**src/design/slhs_pkg.sv**
```systemverilog
// Shared types and constants for the status LED heartbeat sequencer.
// Holds the channel payload structs, the status code enum and the register indexes.
// No dependencies; every other design file imports this package.
`timescale 1ns / 1ps

package slhs_pkg;

  // Width of the configuration times and of the reported wait.
  localparam int CFG_W = 16;
  localparam int CFG_IDX_W = 2;

  // Configuration register indexes.
  localparam logic [CFG_IDX_W-1:0] CFG_HB_ON  = 2'd0;
  localparam logic [CFG_IDX_W-1:0] CFG_HB_OFF = 2'd1;
  localparam logic [CFG_IDX_W-1:0] CFG_FLASH  = 2'd2;

  // Reset values of the configuration registers.
  localparam logic [CFG_W-1:0] HB_ON_RST  = 16'd100;
  localparam logic [CFG_W-1:0] HB_OFF_RST = 16'd2000;
  localparam logic [CFG_W-1:0] FLASH_RST  = 16'd1000;

  // Input command codes.
  localparam logic CMD_TICK = 1'b0;
  localparam logic CMD_SET  = 1'b1;

  // Held status codes.
  typedef enum logic [2:0] {
    ST_BOOT    = 3'd0,
    ST_SLEEP   = 3'd1,
    ST_DASH    = 3'd2,
    ST_IDLE    = 3'd3,
    ST_SUCCESS = 3'd4,
    ST_OTHER   = 3'd5
  } status_t;

  // One input transfer.
  typedef struct packed {
    logic       command;
    logic [2:0] status_code;
    logic       idle_mode;
    logic       dashboard_mode;
  } in_t;

  // One result transfer.
  typedef struct packed {
    logic             red_on;
    logic             green_on;
    logic             blue_on;
    logic [2:0]       current_status;
    logic             wait_valid;
    logic [CFG_W-1:0] wait_ms;
  } out_t;

  // Configuration bundle handed from the register file to the sequencer.
  typedef struct packed {
    logic [CFG_W-1:0] hb_on_ms;
    logic [CFG_W-1:0] hb_off_ms;
    logic [CFG_W-1:0] flash_dur;
  } cfg_t;

  // True for the statuses that blink.
  function automatic logic is_beat(status_t s);
    return (s == ST_SLEEP) || (s == ST_DASH) || (s == ST_IDLE);
  endfunction

endpackage

```
**src/design/slhs_cfg_regs.sv**
```systemverilog
// Configuration register file of the status LED heartbeat sequencer.
// Depends on slhs_pkg for the register indexes, reset values and cfg_t.
`timescale 1ns / 1ps

module slhs_cfg_regs
  import slhs_pkg::*;
(
  input  logic                 clk,
  input  logic                 rst_n,
  input  logic                 wr_en,
  input  logic [CFG_IDX_W-1:0] wr_index,
  input  logic [CFG_W-1:0]     wr_data,
  output cfg_t                 cfg
);

  cfg_t cfg_r;
  cfg_t cfg_nxt;

  // Decode the write; an index past the list is dropped.
  always_comb begin
    cfg_nxt = cfg_r;
    if (wr_en) begin
      case (wr_index)
        CFG_HB_ON:  cfg_nxt.hb_on_ms  = wr_data;
        CFG_HB_OFF: cfg_nxt.hb_off_ms = wr_data;
        CFG_FLASH:  cfg_nxt.flash_dur = wr_data;
        default:    cfg_nxt = cfg_r;
      endcase
    end
  end

  always_ff @(posedge clk) begin
    if (!rst_n) begin
      cfg_r.hb_on_ms  <= HB_ON_RST;
      cfg_r.hb_off_ms <= HB_OFF_RST;
      cfg_r.flash_dur <= FLASH_RST;
    end else begin
      cfg_r <= cfg_nxt;
    end
  end

  assign cfg = cfg_r;

endmodule

```
**src/design/slhs_step.sv**
```systemverilog
// Sequencer state and step logic of the status LED heartbeat sequencer.
// Depends on slhs_pkg for status_t, in_t, out_t, cfg_t and is_beat.
`timescale 1ns / 1ps

module slhs_step
  import slhs_pkg::*;
#(
  parameter int TIME_WIDTH = 16
) (
  input  logic clk,
  input  logic rst_n,
  input  logic step_en,
  input  in_t  item,
  input  cfg_t cfg,
  output out_t res
);

  localparam int CMP_W = (TIME_WIDTH > CFG_W) ? TIME_WIDTH : CFG_W;
  localparam logic [TIME_WIDTH-1:0] TIME_MAX = {TIME_WIDTH{1'b1}};

  status_t               status_r, status_nxt;
  logic                  lit_r, lit_nxt;
  logic [TIME_WIDTH-1:0] phase_r, phase_nxt;
  logic [TIME_WIDTH-1:0] elapsed_r, elapsed_nxt;
  logic                  flash_r, flash_nxt;

  logic [TIME_WIDTH-1:0] phase_inc, elapsed_inc;
  logic [CFG_W-1:0]      tick_target;
  logic                  flash_done, phase_done;
  logic                  to_idle, to_dash;
  status_t               enter_st;
  logic                  do_enter;
  status_t               set_st;

  // Saturating millisecond counters.
  assign phase_inc   = (phase_r == TIME_MAX) ? phase_r : phase_r + 1'b1;
  assign elapsed_inc = (elapsed_r == TIME_MAX) ? elapsed_r : elapsed_r + 1'b1;

  assign tick_target = lit_r ? cfg.hb_on_ms : cfg.hb_off_ms;
  assign flash_done  = flash_r && (CMP_W'(elapsed_inc) >= CMP_W'(cfg.flash_dur));
  assign phase_done  = is_beat(status_r) && (CMP_W'(phase_inc) >= CMP_W'(tick_target));

  // Steady-state priority: idle beats dashboard; the mode flags never override boot or success.
  assign to_idle = item.idle_mode && (status_r != ST_IDLE) && (status_r != ST_SUCCESS)
                   && (status_r != ST_BOOT);
  assign to_dash = !item.idle_mode && item.dashboard_mode && (status_r != ST_DASH)
                   && (status_r != ST_SUCCESS) && (status_r != ST_BOOT);

  // Codes past the last one are held as other.
  assign set_st = (item.status_code > 3'(ST_OTHER)) ? ST_OTHER : status_t'(item.status_code);

  // Pick whether this step enters a new status, and which.
  always_comb begin
    do_enter = 1'b0;
    enter_st = set_st;
    if (item.command == CMD_SET) begin
      do_enter = 1'b1;
      enter_st = set_st;
    end else if (flash_done) begin
      do_enter = 1'b1;
      if (item.idle_mode) begin
        enter_st = ST_IDLE;
      end else if (item.dashboard_mode) begin
        enter_st = ST_DASH;
      end else begin
        enter_st = ST_SLEEP;
      end
    end else if (to_idle) begin
      do_enter = 1'b1;
      enter_st = ST_IDLE;
    end else if (to_dash) begin
      do_enter = 1'b1;
      enter_st = ST_DASH;
    end
  end

  // Next state.
  always_comb begin
    status_nxt  = status_r;
    lit_nxt     = lit_r;
    phase_nxt   = phase_r;
    elapsed_nxt = elapsed_r;
    flash_nxt   = flash_r;
    if (do_enter) begin
      status_nxt  = enter_st;
      elapsed_nxt = '0;
      flash_nxt   = (enter_st == ST_SUCCESS);
      lit_nxt     = is_beat(enter_st);
      if (is_beat(enter_st)) begin
        phase_nxt = '0;
      end else if (item.command == CMD_TICK) begin
        phase_nxt = phase_inc;
      end
    end else begin
      // Plain tick: advance time and toggle the blink when its phase is over.
      elapsed_nxt = elapsed_inc;
      if (phase_done) begin
        phase_nxt = '0;
        lit_nxt   = !lit_r;
      end else begin
        phase_nxt = phase_inc;
      end
    end
  end

  always_ff @(posedge clk) begin
    if (!rst_n) begin
      status_r  <= ST_OTHER;
      lit_r     <= 1'b0;
      phase_r   <= '0;
      elapsed_r <= '0;
      flash_r   <= 1'b0;
    end else if (step_en) begin
      status_r  <= status_nxt;
      lit_r     <= lit_nxt;
      phase_r   <= phase_nxt;
      elapsed_r <= elapsed_nxt;
      flash_r   <= flash_nxt;
    end
  end

  // Result from the state after the step.
  logic [CFG_W-1:0] out_target;
  logic [CMP_W-1:0] wait_full;
  logic             out_beat;

  assign out_beat   = is_beat(status_nxt);
  assign out_target = lit_nxt ? cfg.hb_on_ms : cfg.hb_off_ms;
  assign wait_full  = (CMP_W'(phase_nxt) >= CMP_W'(out_target)) ? '0
                      : CMP_W'(out_target) - CMP_W'(phase_nxt);

  always_comb begin
    res                = '0;
    res.current_status = 3'(status_nxt);
    res.wait_valid     = out_beat;
    res.wait_ms        = out_beat ? wait_full[CFG_W-1:0] : '0;
    case (status_nxt)
      ST_BOOT: begin
        res.red_on   = 1'b1;
        res.green_on = 1'b1;
        res.blue_on  = 1'b1;
      end
      ST_SUCCESS: res.green_on = 1'b1;
      ST_SLEEP:   res.blue_on  = lit_nxt;
      ST_DASH:    res.red_on   = lit_nxt;
      ST_IDLE: begin
        res.red_on   = lit_nxt;
        res.green_on = lit_nxt;
      end
      default: res.red_on = 1'b0;
    endcase
  end

endmodule

```
**src/design/status_led_heartbeat_sequencer_unit.sv**
```systemverilog
// Top level of the status LED heartbeat sequencer: input and result registers
// around the step logic. Depends on slhs_pkg, slhs_cfg_regs and slhs_step.
//
// Usage:
//   Input channel (in_valid, in_stall, in_data): each transfer is either a
//   one-millisecond tick carrying the idle and dashboard flags, or a set-status
//   command. Result channel (out_valid, out_stall, out_data): exactly one result
//   per input transfer, in order, giving the LED drive, the held status and the
//   time left in the current heartbeat phase.
//   Configuration channel (cfg_valid, cfg_ready, cfg_index, cfg_data): writes
//   the heartbeat on time, off time and flash time; cfg_ready is always high.
//   Write it only while no transfer is in flight.
// Timing:
//   A result passes through the input register and then the result register
//   before it is valid on out_data. One transfer per cycle is sustained while
//   out_stall is low; the limit is the state update in slhs_step.
// Reset:
//   Synchronous, active low. Status is other (LED off), counters clear and the
//   configuration returns to 100 / 2000 / 1000 ms.
// Stalls:
//   When out_stall holds the result register, the input register holds its item
//   and in_stall rises once it is full; nothing is lost or repeated.
`timescale 1ns / 1ps

module status_led_heartbeat_sequencer_unit
  import slhs_pkg::*;
#(
  parameter int TIME_WIDTH = 16
) (
  input  logic                 clk,
  input  logic                 rst_n,
  input  logic                 in_valid,
  output logic                 in_stall,
  input  in_t                  in_data,
  output logic                 out_valid,
  input  logic                 out_stall,
  output out_t                 out_data,
  input  logic                 cfg_valid,
  output logic                 cfg_ready,
  input  logic [CFG_IDX_W-1:0] cfg_index,
  input  logic [CFG_W-1:0]     cfg_data
);

  cfg_t cfg;
  out_t step_res;

  logic in_valid_r, in_valid_nxt;
  in_t  in_data_r;
  logic out_valid_r, out_valid_nxt;
  out_t out_data_r;
  logic out_free, advance, in_take;

  assign cfg_ready = 1'b1;

  slhs_cfg_regs u_cfg (
    .clk      (clk),
    .rst_n    (rst_n),
    .wr_en    (cfg_valid && cfg_ready),
    .wr_index (cfg_index),
    .wr_data  (cfg_data),
    .cfg      (cfg)
  );

  // Handshake: the item in the input register steps when the result register is free.
  assign out_free = !out_valid_r || !out_stall;
  assign advance  = in_valid_r && out_free;
  assign in_stall = in_valid_r && !out_free;
  assign in_take  = in_valid && !in_stall;

  assign in_valid_nxt  = in_take || (in_valid_r && !advance);
  assign out_valid_nxt = advance || (out_valid_r && out_stall);

  slhs_step #(
    .TIME_WIDTH (TIME_WIDTH)
  ) u_step (
    .clk     (clk),
    .rst_n   (rst_n),
    .step_en (advance),
    .item    (in_data_r),
    .cfg     (cfg),
    .res     (step_res)
  );

  // Valid flags.
  always_ff @(posedge clk) begin
    if (!rst_n) begin
      in_valid_r  <= 1'b0;
      out_valid_r <= 1'b0;
    end else begin
      in_valid_r  <= in_valid_nxt;
      out_valid_r <= out_valid_nxt;
    end
  end

  // Payload registers.
  always_ff @(posedge clk) begin
    if (in_take) begin
      in_data_r <= in_data;
    end
    if (advance) begin
      out_data_r <= step_res;
    end
  end

  assign out_valid = out_valid_r;
  assign out_data  = out_data_r;

  // The wait is reported only for blinking statuses.
  a_wait_valid: assert property (@(posedge clk) disable iff (!rst_n)
    out_valid |-> (out_data.wait_valid == ((out_data.current_status == 3'(ST_SLEEP)) ||
                   (out_data.current_status == 3'(ST_DASH)) ||
                   (out_data.current_status == 3'(ST_IDLE)))))
    else $error("wait_valid disagrees with the held status");

  a_wait_zero: assert property (@(posedge clk) disable iff (!rst_n)
    (out_valid && !out_data.wait_valid) |-> (out_data.wait_ms == '0))
    else $error("wait_ms nonzero without a heartbeat status");

  // Booting is always white.
  a_boot_white: assert property (@(posedge clk) disable iff (!rst_n)
    (out_valid && (out_data.current_status == 3'(ST_BOOT))) |->
      (out_data.red_on && out_data.green_on && out_data.blue_on))
    else $error("boot status not shown white");

  // A held result with a full input register keeps the input side stalled.
  a_stall_hold: assert property (@(posedge clk) disable iff (!rst_n)
    (in_valid_r && out_valid_r && out_stall) |-> (in_stall && !advance))
    else $error("item stepped while the result register was held");

endmodule

```
**config.mk**
```make
export PLATFORM = sky130hd
export DESIGN_NAME = status_led_heartbeat_sequencer_unit
export DESIGN_NICKNAME = d
export VERILOG_FILES = /design/src/design/slhs_pkg.sv /design/src/design/slhs_cfg_regs.sv /design/src/design/slhs_step.sv /design/src/design/status_led_heartbeat_sequencer_unit.sv
export SDC_FILE = /design/constraint.sdc
export NUM_CORES = 1
export LEC_CHECK = 0
export BUFFER_PORTS_ARGS = -buffer_cell sky130_fd_sc_hd__buf_2
export CAP_MARGIN = 20
export CORE_AREA = 2 2 134 97
export CTS_BUF_LIST = sky130_fd_sc_hd__clkbuf_8
export DETAILED_ROUTE_END_ITERATION = 16
export DIE_AREA = 0 0 136 99
export PLACE_DENSITY = 0.81
export SLEW_MARGIN = 20
export SYNTH_ARGS = -nofsm -noshare
export SYNTH_HDL_FRONTEND = slang
export SYNTH_SLANG_ARGS = --single-unit
```
**constraint.sdc**
```tcl
create_clock -name clk -period 9.42 [get_ports clk]
set_clock_uncertainty 0.2 [all_clocks]
set_input_delay 1.884 -clock clk [delete_from_list [all_inputs] [get_ports clk]]
set_output_delay 1.884 -clock clk [all_outputs]
set_load 0.02 [all_outputs]
```
# Word level (Yosys, flattened, before mapping)
# Index checks and enable logic that the tools add are counted.
[op_classes] mux=26 n_reduce_logical=40 multipliers=0 add_sub_neg=3 shift=0 bitwise_logic=1 eq_ne=18 order_cmp=4 div=0
[op_table] op="two-way mux 16 bit" n=9
[op_table] op=">= comparator 16 bit" n=3
[op_table] op="adder 16 x 1 -> 16 bit, second input constant" n=2
[op_table] op="== test 16 bit, second input constant" n=2
[op_table] op="two-way mux 3 bit" n=7
[op_table] op="== test 3 x 2 -> 1 bit, second input constant" n=6
[op_table] op="subtractor 16 bit" n=1
[op_table] op="logical AND 1 bit" n=14
[op_table] op="== test 3 x 1 -> 1 bit, second input constant" n=3
[op_table] op="logical OR 1 bit" n=9
[op_table] op="AND reduction 2 bit" n=4
[op_table] op="zero test 1 bit" n=7
[op_table] op="== test 3 bit, second input constant" n=2
[op_table] op="two-way mux 1 bit" n=6
[op_table] op="!= test 3 x 2 -> 1 bit, second input constant" n=2
[op_table] op="one-hot mux 1 bit (2 select lines)" n=3
[op_table] op="OR reduction 2 bit" n=3
[op_table] op="> comparator 3 bit, second input constant" n=1
[op_table] op="zero test 3 bit" n=1
[op_table] op="!= test 3 bit, second input constant" n=1
[op_table] op="nonzero test 3 bit" n=1
[op_table] op="== test 2 x 1 -> 1 bit, second input constant" n=1
[op_table] op="== test 2 bit, second input constant" n=1
[op_table] op="zero test 2 bit" n=1
[op_table] op="other kinds (2)" n=2
[totals] ff_bits=116 latchBits=0 memories=0 romBits=0 ramBits=0 inputBits=29

# Depth between registers and ports, before layout
# Gate-level depths: netlist of the first run.
[logic_depth] ltp_word=16 ltp_mapped=34 mapped_depth_nobuf=30

# Hierarchy
# A second synthesis of the first run with hierarchy kept.
[unflattened] hier_cells=837 hier_area_um2=7424.6
[by_module_without_submodules] module="slhs_step" cells_per_inst=616 area_each_um2=4559.4 n_inst=1
[by_module_without_submodules] module="slhs_cfg_regs" cells_per_inst=182 area_each_um2=1899.3 n_inst=1
[by_module_without_submodules] module="status_led_heartbeat_sequencer_unit" cells_per_inst=39 area_each_um2=965.9 n_inst=1

# Least setup slack after synthesis of the first run
# No wires, ideal clock.
[synth_timing] path_type="register to register" start="register u_step.phase_r[0]" end="register out_data_r, in the netlist out_data[4] (data pin)" setup_time_ns=0.258 synth_period_minus_slack_ns=7.505 required_ns=8.962 setup_slack_ns=1.915 n_path_buf=4 arrival_time_ns=7.046 path_stages_with_launch=34 cell_sequence="dfxtp_1 ha_1 inv_1 or3_1 nor3_1 or3_1 clkbuf_1 inv_1 and3_1 xor2_1 ha_1 nand4_1 nor2_1 a221o_1 a31oi_1 o21ai_1 xor2_1 o211ai_1 buf_2 mux2i_1 ha_1 inv_1 fa_1 nand2_1 nand2_1 a21oi_1 o211ai_1 a221o_1 a221o_1 a21oi_1 or4b_1 buf_2 buf_8 nor2_4"
[synth_between] elab_chain_cells=9 word_cells_on_any_way=15 cone_classes="add/sub: 2; order compare: 2; eq/ne: 1; mux: 8; reduce/logical: 2"
[synth_lines] element="start, declared" line="slhs_step.sv:23" source="logic [TIME_WIDTH-1:0] phase_r, phase_nxt;"
[synth_lines] element="start signal, assigned" line="slhs_step.sv:116" source="phase_r <= phase_nxt;"
[synth_lines] element="adder 16 x 1 -> 16 bit or == test 16 bit (tied branches)" line="slhs_step.sv:36" source="assign phase_inc = (phase_r == TIME_MAX) ? phase_r : phase_r + 1'b1;"
[synth_lines] element="two-way mux 16 bit" line="slhs_step.sv:36"
[synth_lines] element=">= comparator 16 bit" line="slhs_step.sv:41" source="assign phase_done = is_beat(status_r) && (CMP_W'(phase_inc) >= CMP_W'(tick_target));"
[synth_lines] element="logical AND 1 bit" line="slhs_step.sv:41"
[synth_lines] element="two-way mux 1 bit" line="slhs_step.sv:97" source="if (phase_done) begin"
[synth_lines] element="two-way mux 1 bit" line="slhs_step.sv:84" source="if (do_enter) begin"
[synth_lines] element="two-way mux 16 bit" line="slhs_step.sv:128" source="assign out_target = lit_nxt ? cfg.hb_on_ms : cfg.hb_off_ms;"
[synth_lines] element=">= comparator 16 bit" line="slhs_step.sv:129" source="assign wait_full = (CMP_W'(phase_nxt) >= CMP_W'(out_target)) ? '0"
[synth_lines] element="OR reduction 2 bit (no line)"
[synth_lines] element="end signal, assigned" line="status_led_heartbeat_sequencer_unit.sv:101" source="out_data_r <= step_res;"
[synth_lines] element="end, declared" line="status_led_heartbeat_sequencer_unit.sv:50" source="out_t out_data_r;"
# Parallel ways exist; a longest one is shown, timed or not.
# A chain may end at the register's enable or synchronous reset.

# Worst setup path in the final report of the first run
[layout_timing] start="register u_step.elapsed_r[3]" end="register out_data_r, in the netlist out_data[3] (data pin)"
[layout_between] elab_chain_cells=13 word_cells_on_any_way=28 cone_classes="add/sub: 2; order compare: 2; eq/ne: 7; mux: 10; bitwise: 1; reduce/logical: 6"
[layout_lines] element="start, declared" line="slhs_step.sv:24" source="logic [TIME_WIDTH-1:0] elapsed_r, elapsed_nxt;"
[layout_lines] element="start signal, assigned" line="slhs_step.sv:117" source="elapsed_r <= elapsed_nxt;"
[layout_lines] element="adder 16 x 1 -> 16 bit or == test 16 bit (tied branches)" line="slhs_step.sv:37" source="assign elapsed_inc = (elapsed_r == TIME_MAX) ? elapsed_r : elapsed_r + 1'b1;"
[layout_lines] element="two-way mux 16 bit *" line="slhs_step.sv:37"
[layout_lines] element=">= comparator 16 bit *" line="slhs_step.sv:40" source="assign flash_done = flash_r && (CMP_W'(elapsed_inc) >= CMP_W'(cfg.flash_dur));"
[layout_lines] element="logical AND 1 bit *" line="slhs_step.sv:40"
[layout_lines] element="two-way mux 3 bit" line="slhs_step.sv:59" source="end else if (flash_done) begin"
[layout_lines] element="two-way mux 3 bit" line="slhs_step.sv:56" source="if (item.command == CMD_SET) begin"
[layout_lines] element="== test 3 x 1 -> 1 bit or == test 3 x 2 -> 1 bit (tied branches)" line="slhs_pkg.sv:63" source="return (s == ST_SLEEP) || (s == ST_DASH) || (s == ST_IDLE);"
[layout_lines] element="logical OR 1 bit (2 in a row)" line="slhs_pkg.sv:63"
[layout_lines] element="two-way mux 16 bit" line="slhs_step.sv:89" source="if (is_beat(enter_st)) begin"
[layout_lines] element="two-way mux 16 bit *" line="slhs_step.sv:84"
[layout_lines] element="net u_step.phase_nxt[0]" line="slhs_step.sv:23"
[layout_lines] element=">= comparator 16 bit" line="slhs_step.sv:129"
[layout_lines] element="OR reduction 2 bit (no line)"
# Mark *: on every way through the listed nets, which the timed path passes. The rest lies on a longest branch.

==> summary.md, run 1 <==
| Metric | Value |
|---|---|
| Status | `complete, no violations` |
| Total Die Area | `13,500 sq um` |
| Routability Congestion | `1.01` |
| Dpl cells | `1,060` |
| P_leak | `0.00324 uW` |
| Cells after Synth | `879` |
| Tcrit/Tclk final | `0.885` |
| Placed Area | `7760 sq um` |
| Antenna cells | `0` |
| # setup viols final | `0` |
| Setup CP Type | `register to register` |
| TNS Setup | `0 ps` |
| Req. time, crit path | `9410 ps` |
| Seq/Total Area, Yosys | `0.353` |
| Die W | `136 um` |
| CP Data Arrival Time | `8320 ps` |
| Post-synthesis register bit count | `116` |
| Slew headroom | `0.313` |
| Register Area | `2610 sq um` |
| CP startpoint kind | `register` |
| Core ar. | `12,200 sq um` |
| Final ANT Viol Nets | `0` |
| I/O Pins | `55` |
| Setup bufs post-CTS | `0` |
| Commonest non-fill, non-tap cells in the layout | `nand2_1 (161), dfxtp_1 (87), nor2_1 (53), buf_2 (53), ha_1 (50)` |
| Synthesized Nets | `959` |
| Max Cap Viol | `0` |
| DR vias/cell | `6.12` |
| Number of detailed-route iterations in the first pass | `6` |
| Slew @ Worst Pin | `1030 ps` |
| Final nets | `997` |
| Cell Rows | `34` |
| Height of the die | `99 um` |
| Clock transition at path regs | `80 ps` |
| Most common cell after layout, fill and taps aside | `nand2_1` |
| Yosys cell types | `71` |
| CTS buffer count | `17` |
| Async SR Flop Fraction | `0` |
| Post-synth EDFFs | `29` |
| Clock Latency Late Sink | `450 ps` |
| Design Area, Final | `8200 sq um` |
| Via count | `6,677` |
| Mapped Avg Cell Area | `8.42 sq um` |
| Port bufs | `53` |
| Peak VDD IR | `0.000125 V` |
| Hold Crit Class | `register to register` |
| CP Capture Type | `register` |
| CTS Sinks | `116` |
| Overall global routing resource usage | `0.310` |
| Post-route DRC | `0` |
| Resized Gates After CTS | `0` |
| Hpwl dp | `14,200 um` |
| DRT iter0 DRCs | `714` |
| Largest net degree at the start of global routing | `85` |
| CTS HTree Levels | `4` |
| CP max-delay cell | `a211oi_1` |
| Routed WL | `19,700 um` |
| Max stage delay on crit path | `570 ps` |
| Routed WL per cell | `18.0 um` |
| RSZ-0062 raised after global routing | `no` |
| Fin cells | `1,091` |
| Min cycle time layout | `8340 ps` |
| Final Hold Viols | `0` |
| Initial antenna violation count | `0` |
| Initial Util | `0.608` |
| CTS Root Cell | `clkbuf_8` |
| Filler instances | `1,016` |
| Clk buf depth | `2` |
| Power Dens Cells | `165 nW/um^2` |
| CTS tree | `yes` |
| Hold buffers post-CTS | `0` |
| Multi-input gate area | `4500 sq um` |
| Netlist Area Pre-Place | `7400 sq um` |
| Vias in the first global route | `6,100` |
| Layout cells sized above 1 | `0.145` |
| Worst-path fanout max | `16` |
| Global-route wire length before repair | `32,400 um` |
| Yosys warns | `0` |
| Final Slew Violations | `0` |
| Synth-to-Final Area Change | `10.8%` |
| FMAX | `120 MHz` |
| Remaining Overflow, GRT | `0` |
| Synth Flop Type | `dfxtp_1` |
==> Yosys cell counts (all sizes together) (7+ instances only) <==
cell type,n,area (sq um)
a21boi,43,323
a21o,13,97.6
a21oi,41,216
a22oi,9,67.6
a31oi,8,50.1
and3,8,50.1
clkbuf,38,143
dfxtp,87,1740
edfxtp,29,871
ha,50,626
inv,27,101
mux2,21,236
mux2i,18,193
nand2,161,604
nand3,42,210
nand4,8,50.1
nor2,64,303
nor2b,12,75.1
nor3,16,80.1
o211ai,13,97.6
o21ai,43,215
o22ai,7,43.8
xnor2,22,193
xor2,19,166
==> routing by layer <==
metal	share of wire	up-vias	track usage
met5	0	-	0
met1	0.48	3128	0.483
met2	0.41	321	0.428
li1	-	3209	-
met3	0.11	19	0.0772
met4	0.011	0	0.0657
==> per-stage QoR <==
step           setup WS [ps]   util  hold slack, ps  total power [uW]
6_report                1080  0.674             277              1350
5_1_grt                  396  0.674             311              1410
4_1_cts                 1270  0.674             280              1350
3_5_place_dp            1340  0.638             265               838
3_3_place_gp            1660  0.638             258               834
2_1_floorplan           1920      -             243               769
==> logic make-up after synthesis <==
family                     Yosys count  share of synthesized area
muxes                               39                     0.0580
buffers and inverters               73                     0.0396
adders and majority gates           51                     0.0872
and+or+nand+nor                    349                      0.224
DFF                                116                      0.353
AOI/OAI and AO/OA                  209                      0.190
other                                1                   0.000507
xor gates and xnor gates            41                     0.0485
==> critical path: cells and delay by family (launching register included) <==
kind / cells / cell delay, ps
mux: 1 / 250
compound gates: 12 / 3340
buf+inv: 3 / 440
simple gates: 11 / 2300
xor+xnor: 1 / 140
flops: 1 / 480
fa+ha+maj: 3 / 910
==> worst paths after layout <==
path | from | to | slack [ps] | depth (start not counted)
worst max-delay path | u_step.elapsed_r[3] | out_data[3] | 1080 | 31
worst min-delay path | u_cfg.cfg[11] | u_cfg.cfg[11] | 280 | 2
worst max register to register | u_step.elapsed_r[3] | out_data[3] | 1080 | 31
worst min register to register | u_cfg.cfg[11] | u_cfg.cfg[11] | 280 | 2
==> area by class of cell <==
type,count,share of cell area
inverter,29,0.0133
clock buffer,17,0.0285
multi-input combinational,690,0.548
sequential,116,0.319
clock inverter,14,0.0249
tap,162,0.0247
timing repair buffer,63,0.0415
==> sequential cells by signal (all words and copies together) (netlist names) <==
name / cells
out_valid: 1
u_step.flash_r: 1
u_cfg.cfg: 48
u_step.lit_r: 1
out_data: 23
u_step.phase_r: 16
in_data_r: 6
u_step.elapsed_r: 16
in_valid_r: 1
u_step.status_r: 3
==> power breakdown <==
group	total, uW	switching (uW)	internal (uW)
clock network	514	224	290
registers	556	18.7	537
logic	280	171	109
No activity file was read; power rests on OpenSTA's default activity.
==> run 2, diff against run 1 <==
ABC_AREA = 1   (was unset)
CORE_AREA = 2 2 137 99   (was 2 2 134 97)
DIE_AREA = 0 0 139 101   (was 0 0 136 99)
PLACE_DENSITY = 0.8   (was 0.81)
==> run 2 against run 1 <==
  * Clock power shrank 4%
  * First-iteration DRC count grew 4.9%
  * Combinational power grew 49%
  * Sequential cell count is the same
  * Register-to-register slack gained 1800 ps
  * Fmax grew 27%
  * Via count grew 9.7%
  * Final area grew 2.3%
==> summary.md, run 2 <==
| Metric | Value |
|---|---|
| Status | `complete, no violations` |
| Remaining Overflow, GRT | `0 (unchanged)` |
| Resized Gates After CTS | `0 (unchanged)` |
| Count leader, synth | `nand2_1` |
| Hpwl dp | `14,700 um (+3.0%)` |
| Design Area, Final | `8390 sq um (+2.3%)` |
| Req. time, crit path | `9400 ps (about the same)` |
| Power Dens Cells | `177 nW/um^2 (+7.7%)` |
| FMAX | `152 MHz (+27%)` |
| Routed WL per cell | `15.1 um (-16%)` |
| Largest net degree at the start of global routing | `69 (-19%)` |
| Antenna cells | `0 (unchanged)` |
| Most used cell, CP | `nand2_1` |
| Seq/Total Area, Yosys | `0.339 (-0.0143)` |
| Final Hold Viols | `0 (unchanged)` |
| CP startpoint kind | `register` |
| # setup viols final | `0 (unchanged)` |
| Async SR Flop Fraction | `0 (unchanged)` |
| Yosys cell types | `48 (-32%)` |
| Clk buf depth | `2 (unchanged)` |
| Dpl cells | `1,272 (+20%)` |
| Die W | `139 um (+2.2%)` |
| Cell Rows | `35 (+2.9%)` |
| Post-route DRC | `0 (unchanged)` |
| Port bufs | `53 (unchanged)` |
| Worst-path fanout max | `36 (+20)` |
| DR vias/cell | `5.62 (-8.2%)` |
| CTS HTree Levels | `4 (unchanged)` |
| Peak VDD IR | `0.0000946 V (-24%)` |
| RSZ-0062 raised after global routing | `no` |
| Number of detailed-route iterations in the first pass | `9 (+3)` |
| Placed Area | `7970 sq um (+2.7%)` |
| Height of the die | `101 um (+2.0%)` |
| Mapped Avg Cell Area | `7.06 sq um (-16%)` |
| Global-route wire length before repair | `32,300 um (-0.13%)` |
| Tcrit/Tclk final | `0.697 (-0.188)` |
| Clock transition at path regs | `90 ps (about the same)` |
| Vias in the first global route | `6,570 (+7.7%)` |
| Max stage delay on crit path | `410 ps (-160 ps)` |
| Final nets | `1,205 (+21%)` |
| I/O Pins | `55 (unchanged)` |
| CP Capture Type | `register` |
| Commonest non-fill, non-tap cells in the layout | `nand2_1 (249), inv_1 (153), a21oi_1 (101)` |
| Slew headroom | `0.295 (-0.0184)` |
| Slew @ Worst Pin | `1060 ps (+26.4 ps)` |
| Synth cell count leaders | `nand2_1 (249), inv_1 (153), a21oi_1 (101)` |
| DRT iter0 DRCs | `749 (+4.9%)` |
| Post-synth EDFFs | `29 (unchanged)` |
| Final ANT Viol Nets | `0 (unchanged)` |
| Most common cell after layout, fill and taps aside | `nand2_1` |
| CTS Root Cell | `clkbuf_8` |
| Synthesized Nets | `1,172 (+22%)` |
| Netlist Area Pre-Place | `7710 sq um (+4.2%)` |
| Post-synthesis register bit count | `116 (unchanged)` |
| Max Cap Viol | `0 (unchanged)` |
| CTS tree | `yes` |
| Delay-heaviest family, CP | `simple AND/OR/NAND/NOR gates` |
| Final Slew Violations | `0 (unchanged)` |
| Via count | `7,326 (+9.7%)` |
| Clock Latency Late Sink | `450 ps (about the same)` |
| Synth Flop Type | `dfxtp_1` |
| Worst setup path startpoint | `u_step.elapsed_r[0]` |
| Share of the synthesized area in the top cell type | `0.226 (-0.00954)` |
| Yosys warns | `0 (unchanged)` |
| Initial antenna violation count | `0 (unchanged)` |
| CP max-delay cell | `inv_2` |
| Max reg flops | `48 (unchanged)` |
| Cells after Synth | `1,092 (+24%)` |
| Filler instances | `1,160 (+14%)` |
| Setup bufs post-CTS | `0 (unchanged)` |
| Final core utilization | `0.656 (-0.0178)` |
| Routability Congestion | `0.939 (-7.3%)` |
| Overall global routing resource usage | `0.289 (-0.0209)` |
| TNS Setup | `0 ps (unchanged)` |
| Total Die Area | `14,000 sq um (+4.3%)` |
| Hold Crit Class | `register to register` |
| Min cycle time layout | `6560 ps (-1770 ps)` |
| P_leak | `0.00393 uW (+21%)` |
| Setup slack, reg-to-reg | `2860 ps (+1770 ps)` |
| Yosys top cell by area | `dfxtp_1` |
| CTS Sinks | `116 (unchanged)` |
| CTS buffer count | `17 (unchanged)` |
| Min-Delay Startpoint | `u_cfg.cfg[10]` |
| Initial Util | `0.603 (-0.00506)` |
| Reg-to-Reg Start | `u_step.elapsed_r[0]` |
| Layout cells sized above 1 | `0.132 (-0.0135)` |
| Area contributors post-synth | `dfxtp_1 (23%), nand2_1 (12%), edfxtp_1 (11%)` |
| Hold buffers post-CTS | `0 (unchanged)` |
| Setup CP Type | `register to register` |
| Fin cells | `1,304 (+20%)` |
| CP Data Arrival Time | `6550 ps (-1770 ps)` |
| CP bufs+invs | `3 (unchanged)` |
| Synth-to-Final Area Change | `8.74%` |
| Core ar. | `12,800 sq um (+5.1%)` |
| Routed WL | `19,700 um (+0.41%)` |
run 2: area by class of cell:
type                    instances  area, sq um  share of cell area
clock buffers                  17          234              0.0279
clock inverters                15          183              0.0218
inverters                     162          608              0.0725
multi-input cells             774         4270               0.509
flip-flops and latches        116         2610               0.311
well taps                     166          208              0.0248
repair buffers                 54          273              0.0325
run 2: metrics by stage:
stage	hold WS [ps]	total power (uW)	setup slack, ps
after floorplan	235	905	4080
after global placement	257	988	3240
after detailed placement	263	993	3000
after CTS	275	1490	2950
after global routing	294	1560	2260
final	275	1490	2860
run 2: logic make-up (layout without fill, tap and decap cells):
| logic type | after synthesis | in the layout | synth area share |
|---|---|---|---|
| fa+ha+maj | 51 | 51 | 0.0837 |
| xor+xnor | 26 | 26 | 0.0295 |
| flops | 116 | 116 | 0.339 |
| simple gates | 446 | 446 | 0.257 |
| other cells | 1 | 1 | 0.000486 |
| compound gates | 250 | 250 | 0.183 |
| buf+inv | 202 | 248 | 0.108 |
run 2: per-layer routing:
metal | vias to the layer above | part of all wire | track usage
met5 | - | 0 | 0
met4 | 0 | 0.017 | 0.0870
met3 | 29 | 0.096 | 0.0708
met2 | 340 | 0.42 | 0.421
met1 | 3310 | 0.47 | 0.424
li1 | 3647 | - | -
run 2: power breakdown:
| group | internal [uW] | switching [uW] |
|---|---|---|
| clock | 248 | 248 |
| sequential | 549 | 23.7 |
| combinational | 142 | 276 |
run 2: path summary, 6_finish.rpt:
kind / cells past startpoint / endpoint
min reg2reg: 2 / u_cfg.cfg[10]
max reg2reg: 35 / out_data[5]
min: 2 / u_cfg.cfg[10]
max: 35 / out_data[5]
run 2: worst reg2reg max path, delay by kind of cell, from the launching register on:
kind                       cells  cell delay (ps)
DFF                            1              400
adders and majority gates      4             1020
and+or+nand+nor               18             2680
AOI/OAI and AO/OA             10             1460
buffers and inverters          3              550
